File: src/sv/bqc_pkg.sv
// Shared types, constants and the control program of the biquad cascade core.
`timescale 1ns / 1ps
`default_nettype none

package bqc_pkg;

  // Field and datapath widths.
  localparam int SAMPLE_W  = 16;
  localparam int COEF_W    = 32;
  localparam int STATE_W   = 32;
  localparam int RAW_SUM_W = SAMPLE_W + 2;   // x + 2*x1 + x2 on raw samples
  localparam int SUM_W     = STATE_W + 2;    // x + 2*x1 + x2 in state format
  localparam int SPLIT_W   = 16;             // low slice of the sum for the scale product
  localparam int HI_W      = SUM_W - SPLIT_W;
  localparam int MUL_W     = 33;             // signed multiplier operand width
  localparam int PROD_W    = 64;
  localparam int ACC_W     = 64;
  localparam int SCALE_FRAC_BITS = 40;
  localparam int CFG_IDX_W = 3;

  // Defaults of the top-level parameters.
  localparam int SECTIONS_DEF        = 2;
  localparam int COEF_FRAC_BITS_DEF  = 30;
  localparam int STATE_FRAC_BITS_DEF = 16;

  // Register indexes of the configuration port.
  localparam logic [CFG_IDX_W-1:0] REG_FIRST_SCALE  = 3'd0;
  localparam logic [CFG_IDX_W-1:0] REG_FIRST_FB1    = 3'd1;
  localparam logic [CFG_IDX_W-1:0] REG_FIRST_FB2    = 3'd2;
  localparam logic [CFG_IDX_W-1:0] REG_SECOND_SCALE = 3'd3;
  localparam logic [CFG_IDX_W-1:0] REG_SECOND_FB1   = 3'd4;
  localparam logic [CFG_IDX_W-1:0] REG_SECOND_FB2   = 3'd5;

  // Reset values of the coefficient registers.
  localparam logic signed [COEF_W-1:0] RST_FIRST_SCALE  = 32'sd10324754;
  localparam logic signed [COEF_W-1:0] RST_FIRST_FB1    = -32'sd2142412620;
  localparam logic signed [COEF_W-1:0] RST_FIRST_FB2    = 32'sd1068711127;
  localparam logic signed [COEF_W-1:0] RST_SECOND_SCALE = 32'sd10290662;
  localparam logic signed [COEF_W-1:0] RST_SECOND_FB1   = -32'sd2135338377;
  localparam logic signed [COEF_W-1:0] RST_SECOND_FB2   = 32'sd1061636751;

  typedef struct packed {
    logic signed [COEF_W-1:0] first_scale;
    logic signed [COEF_W-1:0] first_fb1;
    logic signed [COEF_W-1:0] first_fb2;
    logic signed [COEF_W-1:0] second_scale;
    logic signed [COEF_W-1:0] second_fb1;
    logic signed [COEF_W-1:0] second_fb2;
  } coef_set_t;

  // Microcode fields.
  typedef enum logic [2:0] {
    MUL_NONE,
    MUL_SL,     // low sum slice * scale
    MUL_SH,     // high sum slice * scale
    MUL_A1,     // a1 * y[n-1]
    MUL_A2      // a2 * y[n-2]
  } mul_op_t;

  typedef enum logic [2:0] {
    ACC_NOP,
    ACC_LO,     // acc = prod + half LSB of the scale format
    ACC_HI,     // acc = prod + (acc >>> 16)
    ACC_FF,     // acc = (acc >>> 24) - round(prod)
    ACC_FBW     // y = sat(acc - round(prod)), shift histories
  } acc_op_t;

  typedef enum logic [1:0] {
    BR_NEXT,
    BR_DONE_IF_ONE,   // end of program when only one section is built
    BR_DONE
  } br_t;

  typedef struct packed {
    logic    sec;
    logic    sum_en;
    mul_op_t mul;
    acc_op_t acc;
    br_t     br;
  } ucode_t;

  typedef struct packed {
    logic    en;
    logic    sec;
    logic    sum_en;
    mul_op_t mul;
    acc_op_t acc;
  } dp_ctl_t;

  localparam int PROG_LEN = 12;
  localparam int STEP_W   = $clog2(PROG_LEN);

  // Control program: six steps per section.
  function automatic ucode_t ucode(input logic [STEP_W-1:0] step);
    ucode_t w;
    w = '{sec: 1'b0, sum_en: 1'b0, mul: MUL_NONE, acc: ACC_NOP, br: BR_DONE};
    case (step)
      4'd0:  w = '{sec: 1'b0, sum_en: 1'b1, mul: MUL_NONE, acc: ACC_NOP, br: BR_NEXT};
      4'd1:  w = '{sec: 1'b0, sum_en: 1'b0, mul: MUL_SL,   acc: ACC_NOP, br: BR_NEXT};
      4'd2:  w = '{sec: 1'b0, sum_en: 1'b0, mul: MUL_SH,   acc: ACC_LO,  br: BR_NEXT};
      4'd3:  w = '{sec: 1'b0, sum_en: 1'b0, mul: MUL_A1,   acc: ACC_HI,  br: BR_NEXT};
      4'd4:  w = '{sec: 1'b0, sum_en: 1'b0, mul: MUL_A2,   acc: ACC_FF,  br: BR_NEXT};
      4'd5:  w = '{sec: 1'b0, sum_en: 1'b0, mul: MUL_NONE, acc: ACC_FBW,
                   br: BR_DONE_IF_ONE};
      4'd6:  w = '{sec: 1'b1, sum_en: 1'b1, mul: MUL_NONE, acc: ACC_NOP, br: BR_NEXT};
      4'd7:  w = '{sec: 1'b1, sum_en: 1'b0, mul: MUL_SL,   acc: ACC_NOP, br: BR_NEXT};
      4'd8:  w = '{sec: 1'b1, sum_en: 1'b0, mul: MUL_SH,   acc: ACC_LO,  br: BR_NEXT};
      4'd9:  w = '{sec: 1'b1, sum_en: 1'b0, mul: MUL_A1,   acc: ACC_HI,  br: BR_NEXT};
      4'd10: w = '{sec: 1'b1, sum_en: 1'b0, mul: MUL_A2,   acc: ACC_FF,  br: BR_NEXT};
      4'd11: w = '{sec: 1'b1, sum_en: 1'b0, mul: MUL_NONE, acc: ACC_FBW, br: BR_DONE};
      default: w = '{sec: 1'b0, sum_en: 1'b0, mul: MUL_NONE, acc: ACC_NOP, br: BR_DONE};
    endcase
    return w;
  endfunction

endpackage

`default_nettype wire

File: src/sv/bqc_seq.sv
// Step counter and program ROM sequencer of the biquad cascade core.
`timescale 1ns / 1ps
`default_nettype none

module bqc_seq #(
  parameter int SECTIONS = bqc_pkg::SECTIONS_DEF
) (
  input  wire logic            clk,
  input  wire logic            rst_n,
  input  wire logic            start,
  input  wire logic            out_free,
  output logic                 busy,
  output logic                 emit,
  output bqc_pkg::dp_ctl_t     ctl
);

  typedef enum logic {ST_IDLE, ST_RUN} state_t;

  state_t                       state_r;
  logic [bqc_pkg::STEP_W-1:0]   step_r;
  bqc_pkg::ucode_t              uc;
  logic                         last_step;
  logic                         stall;
  logic                         en;

  assign uc        = bqc_pkg::ucode(step_r);
  assign last_step = (uc.br == bqc_pkg::BR_DONE) ||
                     ((uc.br == bqc_pkg::BR_DONE_IF_ONE) && (SECTIONS == 1));
  // hold the last step until the output register can take the result
  assign stall     = last_step && !out_free;
  assign en        = (state_r == ST_RUN) && !stall;
  assign emit      = en && last_step;
  assign busy      = (state_r == ST_RUN);

  assign ctl = '{en: en, sec: uc.sec, sum_en: uc.sum_en, mul: uc.mul, acc: uc.acc};

  always_ff @(posedge clk) begin
    if (!rst_n) begin
      state_r <= ST_IDLE;
      step_r  <= '0;
    end else begin
      case (state_r)
        ST_IDLE: begin
          step_r <= '0;
          if (start) begin
            state_r <= ST_RUN;
          end
        end
        ST_RUN: begin
          if (en) begin
            if (last_step) begin
              state_r <= ST_IDLE;
              step_r  <= '0;
            end else begin
              step_r <= step_r + 1'b1;
            end
          end
        end
        default: begin
          state_r <= ST_IDLE;
          step_r  <= '0;
        end
      endcase
    end
  end

endmodule

`default_nettype wire

File: config.mk
export PLATFORM = sky130hd
export DESIGN_NAME = bqc_seq
export DESIGN_NICKNAME = d
export VERILOG_FILES = /design/src/sv/bqc_pkg.sv /design/src/sv/bqc_seq.sv
export SDC_FILE = /design/constraint.sdc
export NUM_CORES = 1
export LEC_CHECK = 0
export ABC_AREA = 1
export CAP_MARGIN = 10
export CORE_MARGIN = 2
export CORE_UTILIZATION = 59
export DETAILED_ROUTE_END_ITERATION = 12
export DONT_BUFFER_PORTS = 1
export GPL_ROUTABILITY_DRIVEN = 0
export PLACE_DENSITY = 0.81
export RECOVER_POWER = 100
export SYNTH_ARGS = -nofsm -noshare
export SYNTH_HDL_FRONTEND = slang
export SYNTH_SLANG_ARGS = --single-unit
File: constraint.sdc
create_clock -name clk -period 1.7 [get_ports clk]
set_input_delay 0.085 -clock clk [delete_from_list [all_inputs] [get_ports clk]]
set_output_delay 0.085 -clock clk [all_outputs]
set_load 0.02 [all_outputs]
==> impl_metrics.ini <==
[outcome]
outcome = complete, no violations

[drt]
dr.pass1.iters = 4
postRouteAntennaNets = 0
drc = 0
wl_per_cell_um = 12.13
drt_iter0_markers = 15
wl_um = 1468
vias = 651
via_per_inst = 5.380

[global_routing]
top_usage_layer = met2
grt_max_degree = 13
grt.overflow.total = 0
use_met1 = 0.2162
grt_pass1_wl_um = 2553
track_usage = 0.1933
antenna_found_initial = 0
first_global_vias = 629
met2_usage = 0.3156
use_met3 = 0.05172

[timing]
rsz0062_at_grt = no
relSlewSlack = 0.8029
timing.hold.ws_ps = 69.97
finalHoldViolCount = 0
setup_viol = 0
final.setup.tns_ps = 0
fin_crit_sh = 0.9061
final.min_clock_period_ps = 1540
fmax_mhz = 649.2
slew_violations = 0
finalClockSkew_ps = 3.135
worst_slew_pin_slew_ps = 294.7

[power_and_ir_drop]
p_clk_frac = 0.320
sequentialPowerShare = 0.580
cellLeakagePower_nw = 0.4300
comb_power_share = 0.100
switching_share = 0.2720
peakVddDrop_uv = 437.1
pwr_density_cell_mw_per_mm2 = 771.2
p_sw_w = 0.0001769
intPower_w = 0.0004734

[critical_path]
worst_path_most_repeated_cell = nand2_1
crit_chain = ha_1 -> nand2_1 -> inv_1 -> nor2_1 -> nand2_2 -> nand2_4 -> nand2_4 -> inv_8 -> nor2_1 -> nand2_1 -> nand2_1
startpoint_type = register
r2r-start = step_r[0]$_SDFFE_PN0P_
rrSetupSlack_ps = 160
reg2reg_depth = 11
cpPeakStageDelay_ps = 440
worstPathMaxFanout = 9
worst-setup-path-type = reg -> reg
cpMaxStageDelayCell = dfxtp_1
crit_arrival_ps = 1780
critPathRequiredTime_ps = 1940
r2r-end = uc[6]$_DFF_P_
end_kind = register

[synthesis]
avgSynthCellArea_um2 = 7.817
netlist-cell-type-count = 24
ys.warnings.count = 0
syn_nets = 116
netlist_instances = 109
synth_top_cell_by_area = dfxtp_1
ys.flop_type = dfxtp_1
ys_seq_area_frac = 0.3524
synth_area_leaders = dfxtp_1 35%, nand2_1 9.3%, buf_4 8.8%
yosysTopAreaCellShare = 0.3524
synth-edff-count = 0
async_reset_ff_frac = 0
syn_area_um2 = 852.1
synth-seq-cells = 15

[placement]
dpl_cell_area_um2 = 799.5
io_buffers = 0
dp_hpwl_um = 1078
dp_cells = 115

[min_path]
hold_class = in -> reg
worstHoldStart = rst_n
whs_endpoint = uc[1]$_SDFF_PN0_
holdPathStages = 2

[cells_and_area]
drive_gt1_frac = 0.2547
insertedDiodeCount = 0
final_area_um2 = 843.3
final_cells = 121
nets = 114
syn_to_final_growth_pct = -1.028

[clock_network]
cts_tree = done
cts_max_level = 1
post-cts-setup-buffers = 0
clk_latency_ps = 290
clk_pin_slew_worst_paths_ps = 90
clock-sinks = 15
numCtsBuffers = 3
cts_buffer_depth = 2
cts_root_buf = clkbuf_4

[floorplan]
dieArea_mm2 = 0.001764
dieWidth_um = 42
ios = 15
die_h_um = 42
row_count = 13
placeableCoreArea_mm2 = 0.001318
initial_core_util = 0.6467

[run]
drv_cap = 0
## worst max-delay path: cells and delay by family (launching register included)
| family | cells | cell delay (ps) |
|---|---|---|
| adder cells (fa/ha/maj) | 1 | 200 |
| AND/OR/NAND/NOR | 8 | 710 |
| flip-flops | 1 | 440 |
| buffers and inverters | 2 | 120 |
## sequential cells by signal (all words and copies together), names as in the netlist
name and cells:
busy 1, uc 10, step_r 4
## logic make-up after synthesis
kind of cell,share of synthesized area
compound gates,0.08077
fa+ha+maj,0.04406
buf+inv,0.1792
flops,0.3524
simple gates,0.3436
## worst max-delay path by stage
stage,startpoint,end,slack (ps),cells past startpoint
2_1_floorplan,busy$_SDFF_PN0_,uc[2]$_DFF_P_,130,9
3_3_place_gp,busy$_SDFF_PN0_,uc[2]$_DFF_P_,200,8
3_5_place_dp,busy$_SDFF_PN0_,uc[3]$_DFF_P_,190,8
4_1_cts,busy$_SDFF_PN0_,emit,100,5
5_1_grt,step_r[0]$_SDFFE_PN0P_,uc[5]$_DFF_P_,50,11
6_report,step_r[0]$_SDFFE_PN0P_,uc[6]$_DFF_P_,160,11
## Yosys cell counts, types with 2 or more instances
library cell  instances
a21oi_1               2
nand4_1               5
ha_1                  3
nand2_4               2
dfxtp_1              15
nand2_1              21
nand3_1               7
nor2_1                5
nand2_2               9
inv_2                 2
buf_4                10
a21oi_2               2
o21ai_0               2
nand3_2               2
o21ai_1               3
inv_1                11
## metrics by stage
stage / total power [W] / setup WS, ps / utilization
3_3_place_gp: 0.0004414 / 202.0 / 0.6068
5_1_grt: 0.0006790 / 45.06 / 0.6401
4_1_cts: 0.0006521 / 98.38 / 0.6429
6_report: 0.0006503 / 159.6 / 0.6401
2_1_floorplan: 0.0004401 / 132.6 / -
3_5_place_dp: 0.0004428 / 187.8 / 0.6068
## cells in the final DEF, fill, tap and decap left out, types with 3 or more instances in the layout
master	count
nand2_1	22
ha_1	3
inv_1	12
o21ai_0	3
nand2_2	8
clkbuf_4	3
dfxtp_1	14
nand4_1	5
nand3_1	7
nor2_1	6
## routing by layer
metal	wire (µm)	vias up	share of wire
met5	0	-	0
met4	42	0	0.029
met3	54	5	0.037
met2	703	15	0.48
met1	667	296	0.45
li1	-	335	-
## area by class of cell
cell class | instances | area [µm²]
fill | 121 | 474.2
multi-input combinational | 68 | 394.1
sequential | 15 | 301.5
inverter | 15 | 66.31
timing repair buffer | 4 | 35.03
clock buffer | 3 | 22.52
tap | 15 | 18.77
clock inverter | 1 | 5.005
## power by group through the flow
stage / registers [W] / logic [W] / clock network [W]
floorplan: 0.000376 / 0.0000646 / 0
global placement: 0.000385 / 0.0000565 / 0
detailed placement: 0.000385 / 0.0000578 / 0
CTS: 0.000377 / 0.0000645 / 0.000211
global route: 0.000379 / 0.0000727 / 0.000227
finish: 0.000377 / 0.0000652 / 0.000208
## what timing repair did
item / CTS / global route
setup endpoints to repair: 0 / 1
hold buffers: 2 / 0
resized for setup: 0 / 1
hold endpoints to repair: 5 / 0
(Power assumes the default switching activity.)
