File: config.mk
export PLATFORM = sky130hd
export DESIGN_NAME = bqc_dp
export DESIGN_NICKNAME = d
export VERILOG_FILES = /design/src/sv/bqc_pkg.sv /design/src/sv/bqc_dp.sv
export SDC_FILE = /design/constraint.sdc
export NUM_CORES = 2
export LEC_CHECK = 0
export BUFFER_PORTS_ARGS = -buffer_cell sky130_fd_sc_hd__buf_2
export CAP_MARGIN = 20
export CORE_ASPECT_RATIO = 1.2
export CORE_MARGIN = 2
export CORE_UTILIZATION = 45
export DETAILED_ROUTE_END_ITERATION = 16
export HOLD_SLACK_MARGIN = 0.02
export PLACE_DENSITY = 0.63
export SLEW_MARGIN = 40
export SYNTH_ARGS = -nofsm -noshare
export SYNTH_HDL_FRONTEND = slang
export SYNTH_SLANG_ARGS = --single-unit
File: constraint.sdc
create_clock -name clk -period 24.7 [get_ports clk]
set_input_delay 0 -clock clk [delete_from_list [all_inputs] [get_ports clk]]
set_output_delay 0 -clock clk [all_outputs]
set_load 0.01 [all_outputs]
File: src/sv/bqc_pkg.sv
// Shared types, constants and the control program of the biquad cascade core.
`timescale 1ns / 1ps
`default_nettype none

package bqc_pkg;

  // Field and datapath widths.
  localparam int SAMPLE_W  = 16;
  localparam int COEF_W    = 32;
  localparam int STATE_W   = 32;
  localparam int RAW_SUM_W = SAMPLE_W + 2;   // x + 2*x1 + x2 on raw samples
  localparam int SUM_W     = STATE_W + 2;    // x + 2*x1 + x2 in state format
  localparam int SPLIT_W   = 16;             // low slice of the sum for the scale product
  localparam int HI_W      = SUM_W - SPLIT_W;
  localparam int MUL_W     = 33;             // signed multiplier operand width
  localparam int PROD_W    = 64;
  localparam int ACC_W     = 64;
  localparam int SCALE_FRAC_BITS = 40;
  localparam int CFG_IDX_W = 3;

  // Defaults of the top-level parameters.
  localparam int SECTIONS_DEF        = 2;
  localparam int COEF_FRAC_BITS_DEF  = 30;
  localparam int STATE_FRAC_BITS_DEF = 16;

  // Register indexes of the configuration port.
  localparam logic [CFG_IDX_W-1:0] REG_FIRST_SCALE  = 3'd0;
  localparam logic [CFG_IDX_W-1:0] REG_FIRST_FB1    = 3'd1;
  localparam logic [CFG_IDX_W-1:0] REG_FIRST_FB2    = 3'd2;
  localparam logic [CFG_IDX_W-1:0] REG_SECOND_SCALE = 3'd3;
  localparam logic [CFG_IDX_W-1:0] REG_SECOND_FB1   = 3'd4;
  localparam logic [CFG_IDX_W-1:0] REG_SECOND_FB2   = 3'd5;

  // Reset values of the coefficient registers.
  localparam logic signed [COEF_W-1:0] RST_FIRST_SCALE  = 32'sd10324754;
  localparam logic signed [COEF_W-1:0] RST_FIRST_FB1    = -32'sd2142412620;
  localparam logic signed [COEF_W-1:0] RST_FIRST_FB2    = 32'sd1068711127;
  localparam logic signed [COEF_W-1:0] RST_SECOND_SCALE = 32'sd10290662;
  localparam logic signed [COEF_W-1:0] RST_SECOND_FB1   = -32'sd2135338377;
  localparam logic signed [COEF_W-1:0] RST_SECOND_FB2   = 32'sd1061636751;

  typedef struct packed {
    logic signed [COEF_W-1:0] first_scale;
    logic signed [COEF_W-1:0] first_fb1;
    logic signed [COEF_W-1:0] first_fb2;
    logic signed [COEF_W-1:0] second_scale;
    logic signed [COEF_W-1:0] second_fb1;
    logic signed [COEF_W-1:0] second_fb2;
  } coef_set_t;

  // Microcode fields.
  typedef enum logic [2:0] {
    MUL_NONE,
    MUL_SL,     // low sum slice * scale
    MUL_SH,     // high sum slice * scale
    MUL_A1,     // a1 * y[n-1]
    MUL_A2      // a2 * y[n-2]
  } mul_op_t;

  typedef enum logic [2:0] {
    ACC_NOP,
    ACC_LO,     // acc = prod + half LSB of the scale format
    ACC_HI,     // acc = prod + (acc >>> 16)
    ACC_FF,     // acc = (acc >>> 24) - round(prod)
    ACC_FBW     // y = sat(acc - round(prod)), shift histories
  } acc_op_t;

  typedef enum logic [1:0] {
    BR_NEXT,
    BR_DONE_IF_ONE,   // end of program when only one section is built
    BR_DONE
  } br_t;

  typedef struct packed {
    logic    sec;
    logic    sum_en;
    mul_op_t mul;
    acc_op_t acc;
    br_t     br;
  } ucode_t;

  typedef struct packed {
    logic    en;
    logic    sec;
    logic    sum_en;
    mul_op_t mul;
    acc_op_t acc;
  } dp_ctl_t;

  localparam int PROG_LEN = 12;
  localparam int STEP_W   = $clog2(PROG_LEN);

  // Control program: six steps per section.
  function automatic ucode_t ucode(input logic [STEP_W-1:0] step);
    ucode_t w;
    w = '{sec: 1'b0, sum_en: 1'b0, mul: MUL_NONE, acc: ACC_NOP, br: BR_DONE};
    case (step)
      4'd0:  w = '{sec: 1'b0, sum_en: 1'b1, mul: MUL_NONE, acc: ACC_NOP, br: BR_NEXT};
      4'd1:  w = '{sec: 1'b0, sum_en: 1'b0, mul: MUL_SL,   acc: ACC_NOP, br: BR_NEXT};
      4'd2:  w = '{sec: 1'b0, sum_en: 1'b0, mul: MUL_SH,   acc: ACC_LO,  br: BR_NEXT};
      4'd3:  w = '{sec: 1'b0, sum_en: 1'b0, mul: MUL_A1,   acc: ACC_HI,  br: BR_NEXT};
      4'd4:  w = '{sec: 1'b0, sum_en: 1'b0, mul: MUL_A2,   acc: ACC_FF,  br: BR_NEXT};
      4'd5:  w = '{sec: 1'b0, sum_en: 1'b0, mul: MUL_NONE, acc: ACC_FBW,
                   br: BR_DONE_IF_ONE};
      4'd6:  w = '{sec: 1'b1, sum_en: 1'b1, mul: MUL_NONE, acc: ACC_NOP, br: BR_NEXT};
      4'd7:  w = '{sec: 1'b1, sum_en: 1'b0, mul: MUL_SL,   acc: ACC_NOP, br: BR_NEXT};
      4'd8:  w = '{sec: 1'b1, sum_en: 1'b0, mul: MUL_SH,   acc: ACC_LO,  br: BR_NEXT};
      4'd9:  w = '{sec: 1'b1, sum_en: 1'b0, mul: MUL_A1,   acc: ACC_HI,  br: BR_NEXT};
      4'd10: w = '{sec: 1'b1, sum_en: 1'b0, mul: MUL_A2,   acc: ACC_FF,  br: BR_NEXT};
      4'd11: w = '{sec: 1'b1, sum_en: 1'b0, mul: MUL_NONE, acc: ACC_FBW, br: BR_DONE};
      default: w = '{sec: 1'b0, sum_en: 1'b0, mul: MUL_NONE, acc: ACC_NOP, br: BR_DONE};
    endcase
    return w;
  endfunction

endpackage

`default_nettype wire

File: src/sv/bqc_dp.sv
// Datapath of the biquad cascade core: histories, tap sum, shared multiplier, accumulator.
`timescale 1ns / 1ps
`default_nettype none

module bqc_dp #(
  parameter int COEF_FRAC_BITS  = bqc_pkg::COEF_FRAC_BITS_DEF,
  parameter int STATE_FRAC_BITS = bqc_pkg::STATE_FRAC_BITS_DEF
) (
  input  wire logic                                   clk,
  input  wire logic                                   rst_n,
  input  wire bqc_pkg::dp_ctl_t                       ctl,
  input  wire bqc_pkg::coef_set_t                     coef,
  input  wire logic signed [bqc_pkg::SAMPLE_W-1:0]    sample,
  output logic signed [bqc_pkg::SAMPLE_W-1:0]         filtered
);

  localparam int SW = bqc_pkg::SAMPLE_W;
  localparam int YW = bqc_pkg::STATE_W;
  localparam int AW = bqc_pkg::ACC_W;

  localparam logic signed [AW-1:0] FB_HALF = AW'(64'sd1 <<< (COEF_FRAC_BITS - 1));
  localparam logic signed [AW-1:0] FF_HALF = AW'(64'sd1 <<< (bqc_pkg::SCALE_FRAC_BITS - 1));
  localparam logic signed [AW-1:0] Y_MAX   = AW'(64'sd2147483647);
  localparam logic signed [AW-1:0] Y_MIN   = AW'(-64'sd2147483648);
  localparam logic signed [YW:0]   OUT_HALF = (YW+1)'(33'sd1 <<< (STATE_FRAC_BITS - 1));
  localparam logic signed [YW:0]   OUT_MAX  = (YW+1)'(33'sd32767);
  localparam logic signed [YW:0]   OUT_MIN  = (YW+1)'(-33'sd32768);

  // Histories: index 0 is n-1, index 1 is n-2.
  logic signed [SW-1:0] h1x_r [2];
  logic signed [YW-1:0] h1y_r [2];
  logic signed [YW-1:0] h2x_r [2];
  logic signed [YW-1:0] h2y_r [2];

  logic signed [bqc_pkg::SUM_W-1:0]     s_r;
  logic signed [bqc_pkg::PROD_W-1:0]    prod_r;
  logic signed [AW-1:0]                 acc_r;

  logic signed [bqc_pkg::RAW_SUM_W-1:0] raw_sum;
  logic signed [bqc_pkg::SUM_W-1:0]     sum1;
  logic signed [bqc_pkg::SUM_W-1:0]     sum2;
  logic signed [bqc_pkg::SUM_W-1:0]     s_nxt;

  logic signed [YW-1:0]                 scale_sel, a1_sel, a2_sel, y1_sel, y2_sel;
  logic signed [bqc_pkg::MUL_W-1:0]     mul_a, mul_b;
  logic signed [2*bqc_pkg::MUL_W-1:0]   mul_full;

  logic signed [AW-1:0] fb_rnd;
  logic signed [AW-1:0] fbw_v;
  logic signed [YW-1:0] y_sat;
  logic signed [YW:0]   y_rnd_sum;
  logic signed [YW:0]   y_rnd;

  // Tap sums: section one on raw samples then aligned to state format.
  assign raw_sum = bqc_pkg::RAW_SUM_W'(sample)
                 + (bqc_pkg::RAW_SUM_W'(h1x_r[0]) <<< 1)
                 + bqc_pkg::RAW_SUM_W'(h1x_r[1]);
  assign sum1    = bqc_pkg::SUM_W'(raw_sum) <<< STATE_FRAC_BITS;
  assign sum2    = bqc_pkg::SUM_W'(h1y_r[0])
                 + (bqc_pkg::SUM_W'(h2x_r[0]) <<< 1)
                 + bqc_pkg::SUM_W'(h2x_r[1]);
  assign s_nxt   = ctl.sec ? sum2 : sum1;

  assign scale_sel = ctl.sec ? coef.second_scale : coef.first_scale;
  assign a1_sel    = ctl.sec ? coef.second_fb1   : coef.first_fb1;
  assign a2_sel    = ctl.sec ? coef.second_fb2   : coef.first_fb2;
  assign y1_sel    = ctl.sec ? h2y_r[0] : h1y_r[0];
  assign y2_sel    = ctl.sec ? h2y_r[1] : h1y_r[1];

  always_comb begin
    case (ctl.mul)
      bqc_pkg::MUL_SL: begin
        mul_a = $signed({(bqc_pkg::MUL_W - bqc_pkg::SPLIT_W)'(0),
                         s_r[bqc_pkg::SPLIT_W-1:0]});
        mul_b = bqc_pkg::MUL_W'(scale_sel);
      end
      bqc_pkg::MUL_SH: begin
        mul_a = bqc_pkg::MUL_W'($signed(s_r[bqc_pkg::SUM_W-1:bqc_pkg::SPLIT_W]));
        mul_b = bqc_pkg::MUL_W'(scale_sel);
      end
      bqc_pkg::MUL_A1: begin
        mul_a = bqc_pkg::MUL_W'(a1_sel);
        mul_b = bqc_pkg::MUL_W'(y1_sel);
      end
      bqc_pkg::MUL_A2: begin
        mul_a = bqc_pkg::MUL_W'(a2_sel);
        mul_b = bqc_pkg::MUL_W'(y2_sel);
      end
      default: begin
        mul_a = '0;
        mul_b = '0;
      end
    endcase
  end

  assign mul_full = mul_a * mul_b;

  // feedback product rounded half up to state format
  assign fb_rnd = (prod_r + FB_HALF) >>> COEF_FRAC_BITS;
  assign fbw_v  = acc_r - fb_rnd;

  always_comb begin
    if (fbw_v > Y_MAX) begin
      y_sat = YW'(Y_MAX);
    end else if (fbw_v < Y_MIN) begin
      y_sat = YW'(Y_MIN);
    end else begin
      y_sat = fbw_v[YW-1:0];
    end
  end

  assign y_rnd_sum = (YW+1)'(y_sat) + OUT_HALF;
  assign y_rnd     = y_rnd_sum >>> STATE_FRAC_BITS;

  always_comb begin
    if (y_rnd > OUT_MAX) begin
      filtered = SW'(OUT_MAX);
    end else if (y_rnd < OUT_MIN) begin
      filtered = SW'(OUT_MIN);
    end else begin
      filtered = y_rnd[SW-1:0];
    end
  end

  always_ff @(posedge clk) begin
    if (ctl.en && ctl.sum_en) begin
      s_r <= s_nxt;
    end
    if (ctl.en && (ctl.mul != bqc_pkg::MUL_NONE)) begin
      prod_r <= $signed(mul_full[bqc_pkg::PROD_W-1:0]);
    end
    if (ctl.en) begin
      case (ctl.acc)
        bqc_pkg::ACC_LO: acc_r <= prod_r + FF_HALF;
        bqc_pkg::ACC_HI: acc_r <= prod_r + (acc_r >>> bqc_pkg::SPLIT_W);
        bqc_pkg::ACC_FF: acc_r <= (acc_r >>> (bqc_pkg::SCALE_FRAC_BITS - bqc_pkg::SPLIT_W))
                                  - fb_rnd;
        default: acc_r <= acc_r;
      endcase
    end
  end

  always_ff @(posedge clk) begin
    if (!rst_n) begin
      h1x_r <= '{default: '0};
      h1y_r <= '{default: '0};
      h2x_r <= '{default: '0};
      h2y_r <= '{default: '0};
    end else if (ctl.en && (ctl.acc == bqc_pkg::ACC_FBW)) begin
      if (ctl.sec) begin
        h2x_r[1] <= h2x_r[0];
        h2x_r[0] <= h1y_r[0];
        h2y_r[1] <= h2y_r[0];
        h2y_r[0] <= y_sat;
      end else begin
        h1x_r[1] <= h1x_r[0];
        h1x_r[0] <= sample;
        h1y_r[1] <= h1y_r[0];
        h1y_r[0] <= y_sat;
      end
    end
  end

endmodule

`default_nettype wire

==> results.json <==
{
  "status": "completed",
  "synth_enable_flop_cells": 162,
  "die_area_sq_um": 152000,
  "first_pass_iters": 7,
  "syn_avg_cell_area_sq_um": 8.76,
  "overflow": 0,
  "synth_compound_area_frac": 0.131,
  "clock_tree.buffer_depth": 3,
  "rr_endpoint": "prod_r[61]",
  "grt_pass1_wl_mm": 341,
  "grt_pass1_vias": 57406,
  "yosys_warnings": 0,
  "dr_wl_met2_mm": 104,
  "synth_top_family_by_area": "adder cells",
  "ys_seq_area_frac": 0.140,
  "clock_latency_ns": 0.68,
  "yosysTopAreaCellShare": 0.347,
  "synthArstFlopShare": 0,
  "final_nets": 9391,
  "core-area_sq_um": 148000,
  "wl_per_cell_microns": 22.7,
  "grt_max_degree": 124,
  "p_sw_frac": 0.533,
  "r2r_slack_ns": 14.35,
  "cts_root_buffer": "clkbuf_16",
  "min_delay_worst_endpoint": "h2y_r[18]",
  "antenna_found_initial": 1,
  "drcViolationCount": 0,
  "setup_viol": 0,
  "gp_congestion": 1.01,
  "pin_count": 235,
  "synthMostInstantiatedCell": "nand2_1",
  "p_sw_mw": 3.33,
  "synth_area_leader_cell": "fa_1",
  "ys_seq_elements": 386,
  "start_util": 0.452,
  "synth_area_sq_um": 66900,
  "cap_violations": 0,
  "track_usage": 0.295,
  "synth_cell_types": 98,
  "dp_hpwl_mm": 178,
  "period_minus_slack_ns": 10.90,
  "path_class": "register to output port",
  "synth_fp_nets": 9379,
  "synth-simple-area-share": 0.159,
  "synth_mux_area_frac": 0.0138,
  "synth-xor-area-share": 0.0494,
  "cts_setup_buffers": 0,
  "r2r.worst_path.cells": 38,
  "synthFlopType": "dfxtp_1",
  "num_rows": 155,
  "critPathCaptureType": "output port",
  "arrival_ns": 10.90,
  "vias": 55352,
  "finalSetupTns_ns": 0,
  "startpoint": "prod_r[30]",
  "fin_area_sq_um": 72500,
  "min_path_type": "input pin to register",
  "dp_cells": 9527,
  "pwr-share-comb": 0.720,
  "chipHeight_microns": 426,
  "clkTransAtPathRegs_ns": 0.06,
  "final_cells": 9652,
  "ys_top_cells_by_count": "nand2_1, fa_1, inv_1, clkbuf_1",
  "min_path_cells": 5,
  "area_delta_synth_final_pct": 8.35,
  "syn_inst": 7637,
  "die_w_microns": 356,
  "numCtsBuffers": 47,
  "ant_nets": 0,
  "r2r-start": "s_r[33]",
  "final-hold-violation-count": 0,
  "cts_tree": "built",
  "p_int_mw": 2.91,
  "synth_fa_ha_area_frac": 0.419,
  "crit_path_max_fanout": 59,
  "vias_per_cell": 5.73,
  "min_from": "ctl[2]",
  "met1_length_mm": 84.8,
  "final_layout_size_suffix_gt1_frac": 0.0777,
  "fillers": 14308,
  "fin_crit_sh": 0.441,
  "wl_met3_mm": 14.7,
  "peakVddDrop_mv": 0.138,
  "rsz0062_at_grt": "false",
  "drtIter0Drc": 5356,
  "port_buffers": 234,
  "cp_top_family": "simple AND/OR/NAND/NOR gates",
  "power_density_nw_per_um2": 86.0,
  "cts_num_sinks": 386,
  "cp.buffers_inverters": 6,
  "htreeDepth": 2,
  "worst_pin_slew_ns": 0.943,
  "start_kind": "register",
  "routed_wl_mm": 219,
  "critPathMaxStageDelay_ns": 0.70,
  "cp.required_ns": 24.70,
  "pwr-share-seq": 0.160,
  "maxSlewHeadroom": 0.367,
  "fmax_mhz": 91.8,
  "worst_path_most_repeated_cell": "buf_4",
  "clockPowerShare": 0.120,
  "final_util": 0.489,
  "clock_skew_ns": 0.0604,
  "slowest_stage": "nor3b_1",
  "slew_viol_final": 0,
  "placed_cell_area_sq_um": 70500,
  "synth_area_leaders": "fa_1, nand2_1, edfxtp_1, ha_1, dfxtp_1",
  "p_leak_nw": 31.7,
  "highest_layer": "met4"
}
[cell families (layout without fill, tap and decap cells)]
group / count (synthesis) / after routing
AO/OA/AOI/OAI: 1255 / 1255
XOR/XNOR: 363 / 363
adder cells (fa/ha/maj): 1549 / 1549
buffers and inverters: 1553 / 1604
flip-flops: 386 / 386
multiplexers: 89 / 89
other: 0 / 2
AND/OR/NAND/NOR: 2442 / 2442
[power groups by stage]
stage / Clock [mW] / Combinational, mW / Sequential [mW]
floorplan: 0 / 3.01 / 0.888
global placement: 0 / 4.35 / 1.01
detailed placement: 0 / 4.44 / 1.01
CTS: 0.757 / 4.46 / 0.996
global route: 0.779 / 4.93 / 1.00
finish: 0.748 / 4.49 / 0.998
[cells in the final DEF (no fill, tap or decap), types with 39 or more instances in the layout]
master     instances
xor2_1           108
nor2_1           361
edfxtp_1         162
nor3_1            92
a222oi_1          65
buf_4            111
a221oi_1          45
a21boi_0         175
buf_2            232
nand2_1         1454
nand2b_1          52
xnor2_1          230
and3_1            39
o211a_1           63
clkbuf_16         49
ha_1             365
inv_1           1126
a21o_1           111
nand4_1           46
o21ai_0          188
nor2b_1           86
nand3_1           75
dfxtp_1          224
and2_1            95
fa_1            1158
a21oi_1          263
[tightest hold or removal path: stages]
cell	delay, ns
buf_2	0.19
nand3_1	0.21
nor2_4	0.13
nand2_1	0.08
a21boi_0	0.06
[layout make-up]
| class | instances | area [sq um] | share of cell area |
|---|---|---|---|
| multi-input combinational | 5698 | 52300 | 0.722 |
| clock buffer | 64 | 1350 | 0.0187 |
| timing repair buffer | 388 | 2460 | 0.0340 |
| tap | 1962 | 2450 | 0.0339 |
| antenna | 2 | 5.00 | 0.0000690 |
| sequential | 386 | 9350 | 0.129 |
| clock inverter | 24 | 292 | 0.00402 |
| inverter | 1128 | 4240 | 0.0585 |
[how the worst max path moves through the flow]
stage                   endpoint  slack (ns)  depth (start not counted)
CTS                 filtered[11]       14.00                         28
global route        filtered[11]       13.30                         28
global placement      prod_r[61]       13.60                         38
detailed placement    prod_r[61]       13.56                         39
finish              filtered[11]       13.80                         29
floorplan             prod_r[61]       14.61                         41
[what timing repair did]
action | 4_1_cts | 5_1_grt
hold buffers | 34 | 0
resized for setup | 0 | 0
endpoints found under the hold margin | 157 | 0
[per-stage QoR]
stage               worst slack, ns  hold WS [ns]  power [mW]
floorplan                     14.61         0.145        3.90
global placement              13.60         0.288        5.36
detailed placement            13.56         0.298        5.44
CTS                           14.00        0.0318        6.22
global route                  13.30         0.102        6.71
finish                        13.80        0.0624        6.24
[flip-flops by register name (all words and copies together), names as in the netlist]
name    cells
acc_r      64
prod_r     64
s_r        34
h2y_r      64
h1x_r      32
h2x_r      64
h1y_r      64
[metal layers]
layer / GRT usage / up-vias
met5: 0 / -
met4: 0.182 / 0
met3: 0.0354 / 508
met2: 0.489 / 2168
met1: 0.369 / 28037
li1: - / 24639
(Power assumes the default switching activity.)
